$ cat config.mk
export PLATFORM = sky130hd
export DESIGN_NAME = modem_link_bringup_sequencer
export DESIGN_NICKNAME = d
export VERILOG_FILES = /design/src/design/mlbs_pkg.sv /design/src/design/mlbs_regs.sv /design/src/design/mlbs_step.sv /design/src/design/modem_link_bringup_sequencer.sv
export SDC_FILE = /design/constraint.sdc
export NUM_CORES = 1
export LEC_CHECK = 0
export ABC_AREA = 1
export BUFFER_PORTS_ARGS = -buffer_cell sky130_fd_sc_hd__clkbuf_2
export CAP_MARGIN = 10
export CORE_AREA = 2 2 113 115
export CTS_CLUSTER_DIAMETER = 100
export DETAILED_ROUTE_END_ITERATION = 8
export DIE_AREA = 0 0 115 117
export GPL_ROUTABILITY_DRIVEN = 0
export GPL_TIMING_DRIVEN = 0
export PLACE_DENSITY_LB_ADDON = 0.12
export SYNTH_ARGS = -nofsm -noshare
export SYNTH_HDL_FRONTEND = slang
export SYNTH_SLANG_ARGS = --single-unit
$ cat constraint.sdc
create_clock -name clk -period 5.01 [get_ports clk]
set_input_delay 0.501 -clock clk [delete_from_list [all_inputs] [get_ports clk]]
set_output_delay 0.501 -clock clk [all_outputs]
set_load 0.02 [all_outputs]
$ cat src/design/mlbs_pkg.sv
`timescale 1ns / 1ps
package mlbs_pkg;

	localparam int unsigned StateW   = 4;
	localparam int unsigned TcountW  = 16;
	localparam int unsigned BcountW  = 8;
	localparam int unsigned ApbDataW = 32;
	localparam int unsigned ApbAddrW = 3;

	// link states
	localparam logic [StateW-1:0] ST_IDLE      = 4'd0;
	localparam logic [StateW-1:0] ST_NET_OPEN  = 4'd8;
	localparam logic [StateW-1:0] ST_CONNECTED = 4'd9;
	localparam logic [StateW-1:0] ST_ERROR     = 4'd10;

	// event kinds carried on s_tuser
	localparam logic CMD_POLL  = 1'b0;
	localparam logic CMD_FORCE = 1'b1;

	// register indexes
	localparam logic REG_TIMEOUT_LIMIT  = 1'b0;
	localparam logic REG_BUSY_THRESHOLD = 1'b1;

	localparam logic [TcountW-1:0] TimeoutLimitRst  = 16'd100;
	localparam logic [BcountW-1:0] BusyThresholdRst = 8'd30;

	typedef struct packed {
		logic [TcountW-1:0] timeout_limit;
		logic [BcountW-1:0] busy_threshold;
	} cfg_t;

	typedef struct packed {
		logic [StateW-1:0]  link_state;
		logic [TcountW-1:0] tcount;
		logic [BcountW-1:0] bcount;
	} seq_t;

	function automatic logic counts_as_busy(input logic [StateW-1:0] s);
		return (s != ST_IDLE) && (s != ST_CONNECTED);
	endfunction

endpackage

$ cat src/design/mlbs_regs.sv
`timescale 1ns / 1ps
module mlbs_regs
	import mlbs_pkg::*;
(
	input  logic                clk,
	input  logic                arst_n,
	input  logic                psel,
	input  logic                penable,
	input  logic                pwrite,
	input  logic [ApbAddrW-1:0] paddr,
	input  logic [ApbDataW-1:0] pwdata,
	output logic [ApbDataW-1:0] prdata,
	output logic                pready,
	output cfg_t                cfg
);

	cfg_t cfg_q;
	logic wr_en;

	assign pready = 1'b1;
	assign wr_en  = psel & penable & pwrite;

	always_ff @(posedge clk or negedge arst_n) begin
		if (!arst_n) begin
			cfg_q.timeout_limit  <= TimeoutLimitRst;
			cfg_q.busy_threshold <= BusyThresholdRst;
		end else if (wr_en) begin
			unique case (paddr[2])
				REG_TIMEOUT_LIMIT:  cfg_q.timeout_limit  <= pwdata[TcountW-1:0];
				REG_BUSY_THRESHOLD: cfg_q.busy_threshold <= pwdata[BcountW-1:0];
				default: ;
			endcase
		end
	end

	always_comb begin
		prdata = '0;
		unique case (paddr[2])
			REG_TIMEOUT_LIMIT:  prdata[TcountW-1:0] = cfg_q.timeout_limit;
			REG_BUSY_THRESHOLD: prdata[BcountW-1:0] = cfg_q.busy_threshold;
			default: ;
		endcase
	end

	assign cfg = cfg_q;

endmodule

$ cat src/design/mlbs_step.sv
`timescale 1ns / 1ps
module mlbs_step
	import mlbs_pkg::*;
(
	input  cfg_t cfg,
	input  seq_t cur,
	input  logic cmd,
	input  logic step_ok,
	output seq_t nxt,
	output logic busy_flag
);

	logic [StateW-1:0]  st_to;
	logic [TcountW-1:0] tc_to;

	always_comb begin
		// timeout supervision
		st_to = cur.link_state;
		tc_to = cur.tcount;
		if (counts_as_busy(cur.link_state)) begin
			if (cur.tcount != {TcountW{1'b1}})
				tc_to = cur.tcount + 1'b1;
		end else if (cur.link_state == ST_CONNECTED) begin
			tc_to = '0;
		end
		if (tc_to >= cfg.timeout_limit) begin
			st_to = ST_ERROR;
			tc_to = '0;
		end

		nxt = cur;
		if (cmd == CMD_FORCE) begin
			nxt.link_state = ST_NET_OPEN;
		end else begin
			nxt.tcount = tc_to;
			// sequence step; error and unused codes fall back to idle
			if (st_to <= ST_NET_OPEN) begin
				nxt.link_state = step_ok ? st_to + 1'b1 : st_to;
			end else if (st_to == ST_CONNECTED) begin
				nxt.link_state = step_ok ? ST_NET_OPEN : ST_CONNECTED;
			end else begin
				nxt.link_state = ST_IDLE;
			end
			if (counts_as_busy(nxt.link_state)) begin
				if (cur.bcount != {BcountW{1'b1}})
					nxt.bcount = cur.bcount + 1'b1;
			end else begin
				nxt.bcount = '0;
			end
		end
		busy_flag = (nxt.bcount >= cfg.busy_threshold);
	end

endmodule

$ cat src/design/modem_link_bringup_sequencer.sv
`timescale 1ns / 1ps
// A word accepted at a clock edge lands in the input register there and moves to the result
// register (m_*) at the next edge the result register is free.
// Throughput: one word per cycle while the result register drains (m_tready high); the state
// update is a single pass of compare/increment logic between the input and result registers.
// Reset (arst_n, async, active low): state idle, counters zero,
// timeout_limit 100, busy_threshold 30, both pipeline stages empty.
module modem_link_bringup_sequencer
	import mlbs_pkg::*;
(
	input  logic                clk,
	input  logic                arst_n,
	// APB config
	input  logic                psel,
	input  logic                penable,
	input  logic                pwrite,
	input  logic [ApbAddrW-1:0] paddr,
	input  logic [ApbDataW-1:0] pwdata,
	output logic [ApbDataW-1:0] prdata,
	output logic                pready,
	// event stream in
	input  logic                s_tvalid,
	output logic                s_tready,
	input  logic [7:0]          s_tdata,  // [0] step_ok, [7:1] zero
	input  logic                s_tuser,  // [0] cmd (0 poll, 1 force net open)
	// result stream out
	output logic                m_tvalid,
	input  logic                m_tready,
	output logic [7:0]          m_tdata   // [3:0] link_state, [4] busy_flag, [7:5] zero
);

	cfg_t cfg;
	seq_t seq_q;
	seq_t seq_nxt;
	logic busy_nxt;

	logic v_s1;
	logic cmd_s1;
	logic ok_s1;

	logic             m_tvalid_q;
	logic [StateW-1:0] link_state_s2;
	logic             busy_flag_s2;

	logic adv;

	mlbs_regs u_regs (
		.clk     (clk),
		.arst_n  (arst_n),
		.psel    (psel),
		.penable (penable),
		.pwrite  (pwrite),
		.paddr   (paddr),
		.pwdata  (pwdata),
		.prdata  (prdata),
		.pready  (pready),
		.cfg     (cfg)
	);

	mlbs_step u_step (
		.cfg       (cfg),
		.cur       (seq_q),
		.cmd       (cmd_s1),
		.step_ok   (ok_s1),
		.nxt       (seq_nxt),
		.busy_flag (busy_nxt)
	);

	// result register frees up when empty or being drained
	assign adv      = !m_tvalid_q || m_tready;
	assign s_tready = !v_s1 || adv;

	// input stage
	always_ff @(posedge clk or negedge arst_n) begin
		if (!arst_n) begin
			v_s1 <= 1'b0;
		end else if (s_tready) begin
			v_s1 <= s_tvalid;
		end
	end

	always_ff @(posedge clk) begin
		if (s_tready && s_tvalid) begin
			cmd_s1 <= s_tuser;
			ok_s1  <= s_tdata[0];
		end
	end

	// sequencer state advances exactly when the word moves to the result reg
	always_ff @(posedge clk or negedge arst_n) begin
		if (!arst_n) begin
			seq_q      <= '0;
			m_tvalid_q <= 1'b0;
		end else if (adv) begin
			m_tvalid_q <= v_s1;
			if (v_s1)
				seq_q <= seq_nxt;
		end
	end

	always_ff @(posedge clk) begin
		if (adv && v_s1) begin
			link_state_s2 <= seq_nxt.link_state;
			busy_flag_s2  <= busy_nxt;
		end
	end

	assign m_tvalid = m_tvalid_q;
	assign m_tdata  = {3'b000, busy_flag_s2, link_state_s2};

`ifndef SYNTHESIS
	// busy counter is always cleared on entry to idle or connected
	a_bcount_clear: assert property (@(posedge clk) disable iff (!arst_n)
		(seq_q.link_state == ST_IDLE || seq_q.link_state == ST_CONNECTED)
		|-> seq_q.bcount == '0)
		else $error("busy count nonzero in idle/connected");

	// never leaves the defined state range
	a_state_range: assert property (@(posedge clk) disable iff (!arst_n)
		seq_q.link_state <= ST_ERROR)
		else $error("link state out of range");

	// a stalled input-stage word is held, not dropped
	a_s1_hold: assert property (@(posedge clk) disable iff (!arst_n)
		(v_s1 && !adv) |=> (v_s1 && $stable(cmd_s1) && $stable(ok_s1)))
		else $error("input stage lost a word under stall");
`endif

endmodule

==> run summary <==
The finished layout holds 824 standard cells, fillers aside. Most used standard cell by instance count after synthesis: sky130_fd_sc_hd__nand2_1. The tools report the residual antenna-violating net count after detailed routing as 0. Ranked by total cell area, the synthesized netlist is headed by sky130_fd_sc_hd__dfrtp_1 27%, sky130_fd_sc_hd__nand2_1 9.9%, sky130_fd_sc_hd__inv_1 9.5%. The number of inserted filler cells in the final layout was 1292.

Including well taps, the total number of placed cells is 793. Counting the buffers created by CTS gives 9. Dividing the synthesized area by the synthesized cell count gives 7.512 um^2. The number of antenna violations at the first check in global routing is 0. Counting flops and latches in the post-synthesis netlist gives 61.

The tools report the fraction of met2 tracks used by global routing as 0.2608. The run gives 0 as the number of endpoints with negative hold slack in the final report. The max-cap violation count is 0, and the clock transition at the registers of the reported paths is 0.05 ns. For the finished layout, the period the worst path requires is 4.699 ns.

The via count of the first global-routing pass was 3551; the highest achievable clock rate was 212.8 MHz. The depth of the most critical reg-to-reg path was 38; the overall die width was 115 um. The root buffer cell was sky130_fd_sc_hd__clkbuf_16. STA classifies the critical path endpoint as a flop. The setup TNS was 0 ns; the count of antenna diodes in the layout was 0. For the final cell utilization of the core, the log shows 0.4404.

The clock drives 61 sinks. The reg-to-reg setup timing slack was 0.31 ns; the worst path arrival time was 4.76 ns. The floorplan step set the die height to 117 um. After synthesis the cells add up to 4342 um^2. The share of the clock period used by the worst path was 0.9378. Sorting the synthesized cells by how often they occur yields 114 x sky130_fd_sc_hd__nand2_1, 110 x sky130_fd_sc_hd__inv_1, 47 x sky130_fd_sc_hd__dfrtp_1. The initial core utilization came out at 0.3526. The logs give 13460 um^2 for the floorplan die area and 45 for the count of unique library cells instantiated by Yosys. TritonCTS built the clock tree. In the routed layout, each cell is associated on average with a via count of 4.646. For the global routing usage on met1, the log shows 0.2273. The maximum fanout along the worst path came out at 6.

The region available for standard cell placement spans 12310 um^2. The critical path launch point type was a flop. In this run the deepest clock path goes through 2 buffers. The met3 track demand over resource is 0.02935, and the area share of the leading cell type in the synthesized netlist is 0.2709.

Summed over all layers, the routed wires come to 10.52 mm. Hold timing on the final database bottoms out at a slack of 0.2779 ns. The number of pins exceeding their max-slew limit in the final report came out at 0.

The run gives 0 as the setup violation total in the final timing report. The run finished with clean final reports. The initialized floorplan defines 41 standard-cell rows. The number of synthesized flops with an enable pin works out to 7. The net count reported at finish was 747. In this design, the critical path's most frequently occurring cell is sky130_fd_sc_hd__nand2_1. The area growth from synthesis to layout is 24.90%. The proportion of synthesized chip area in sequential cells is 0.3617, and the first-pass iteration count of the detailed router is 4.

Placed wire-length estimate: 7.818 mm. The worst setup skew after layout was 0.003954 ns; the required time at the endpoint of the critical path was 5.07 ns. In this run the tool buffered the top-level ports with 47 buffer cells. For this run, the leading register cell type out of synthesis is sky130_fd_sc_hd__dfrtp_1. The routed layout has 3828 vias. The delay contributed by the slowest stage of the critical path is 0.41 ns. The setup path with the least slack is of type reg2reg. The fraction of layout instances using a drive strength above 1 was 0.2700. After detailed routing, the average wire length per cell comes to 12.77 um. In the routed design, unresolved DRC markers number 0. The fraction of registers with async set or reset after synthesis is 0.8852, and the number of warnings printed during yosys synthesis is 0. The final global-route overflow total was 0.

The leakage component of the power came out at 2.868 nW. The tightest min-delay check is of the in2async type. The tools report the max-slew headroom at the worst pin as 0.4795. The first routing iteration left 157 violations. For the overall power of the completed layout, the log shows 2.775 mW.

First-pass GRT wire length: 17.33 mm. The synthesized design spends more area on one cell type than any other, namely sky130_fd_sc_hd__dfrtp_1. For this design the top-level I/O count stands at 94. The peak supply drop came out at 0.0002540 V.

Clock latency on the worst-skew pair: 0.33 ns. In this run the most used layer during global routing was met2. The cell type of the slowest stage on the worst timing path is sky130_fd_sc_hd__dfrtp_1. The H-tree level count is 3. The cell count after synthesis is 578, and the transition time at the pin with the least slew margin is 0.7807 ns.

The tools report the post-cts hold buffer count as 0. The global-route usage over all layers came out at 0.1645. Entering global routing, the biggest net connects 55 pins.

For this design the ratio of total power to cell area is 511.8 nW/um^2.
worst max-delay path, delay by kind of cell (launching register included):
kind / cells / cell delay, ns
compound gates: 2 / 0.18
fa+ha+maj: 4 / 0.98
buf+inv: 8 / 0.65
flops: 1 / 0.41
simple gates: 24 / 2.22
per-stage QoR:
step | setup slack (ns) | cell area (um^2)
3_3_place_gp | -0.04968 | 4832
2_1_floorplan | 0.6424 | 4409
6_report | 0.3115 | 5423
3_5_place_dp | -0.09747 | 4835
5_1_grt | -0.008697 | 5423
4_1_cts | 0.007548 | 5202
layer usage:
metal  wire (um)  vias up
li1            -     1990
met1        5087     1762
met2        4968       72
met3         395        4
met4          72        0
met5           0        -
registers in the layout (all words and copies together) (netlist names):
signal,count
u_regs.cfg,24
seq_q,28
m_tvalid,1
ok_s1,1
link_state_s2,4
v_s1,1
busy_flag_s2,1
cmd_s1,1
cells by family after synthesis:
logic type | count (synthesis) | synth area share
AO/OA/AOI/OAI | 94 | 0.1239
XOR/XNOR | 8 | 0.01614
adder cells (fa/ha/maj) | 27 | 0.07781
buffers and inverters | 152 | 0.1522
flip-flops | 61 | 0.3617
other | 2 | 0.001730
AND/OR/NAND/NOR | 234 | 0.2666
power by group:
| part | total, mW | internal, mW | switching, mW |
|---|---|---|---|
| Clock | 0.683 | 0.461 | 0.222 |
| Sequential | 0.763 | 0.648 | 0.115 |
| Combinational | 1.33 | 0.517 | 0.813 |
final timing paths:
check,start,to
worst max-delay path,seq_q[9]$_DFFE_PN0P_,busy_flag_s2$_DFFE_PP_
worst min-delay path,arst_n,u_regs.cfg[19]$_DFFE_PN0P_
worst max register to register,seq_q[9]$_DFFE_PN0P_,busy_flag_s2$_DFFE_PP_
worst min register to register,u_regs.cfg[15]$_DFFE_PN0P_,u_regs.cfg[15]$_DFFE_PN0P_
max in group asynchronous,arst_n,seq_q[0]$_DFFE_PN0P_
min in group clk,s_tuser,cmd_s1$_DFFE_PP_
cells in the final DEF, fill, tap and decap left out, types with 10 or more instances in the layout:
master	n
sky130_fd_sc_hd__clkbuf_2	46
sky130_fd_sc_hd__dfrtp_1	47
sky130_fd_sc_hd__nand3_1	26
sky130_fd_sc_hd__buf_4	34
sky130_fd_sc_hd__o22ai_1	14
sky130_fd_sc_hd__inv_1	108
sky130_fd_sc_hd__a21oi_1	20
sky130_fd_sc_hd__o21ai_0	37
sky130_fd_sc_hd__nand2_2	14
sky130_fd_sc_hd__nand4_1	10
sky130_fd_sc_hd__conb_1	20
sky130_fd_sc_hd__ha_1	22
sky130_fd_sc_hd__nor2_1	32
sky130_fd_sc_hd__nand2_1	111
area by class of cell:
class                      instances  area [um^2]  area share
buffer                            33        216.5     0.03992
clock buffer                      12        256.5     0.04730
clock inverter                     4        70.07     0.01292
inverter                         119        451.7     0.08329
multi-input combinational        383         2312      0.4264
sequential                        61         1570      0.2896
tap                              150        187.7     0.03461
timing repair buffer              62        357.8     0.06599
what timing repair did:
action | 4_1_cts | 5_1_grt
setup endpoints to repair | 1 | 1
gates resized for setup | 4 | 33
pin swaps | 3 | 19
endpoints found under the hold margin | 0 | 0
buffers inserted | 4 | 11
(Power assumes the default switching activity.)
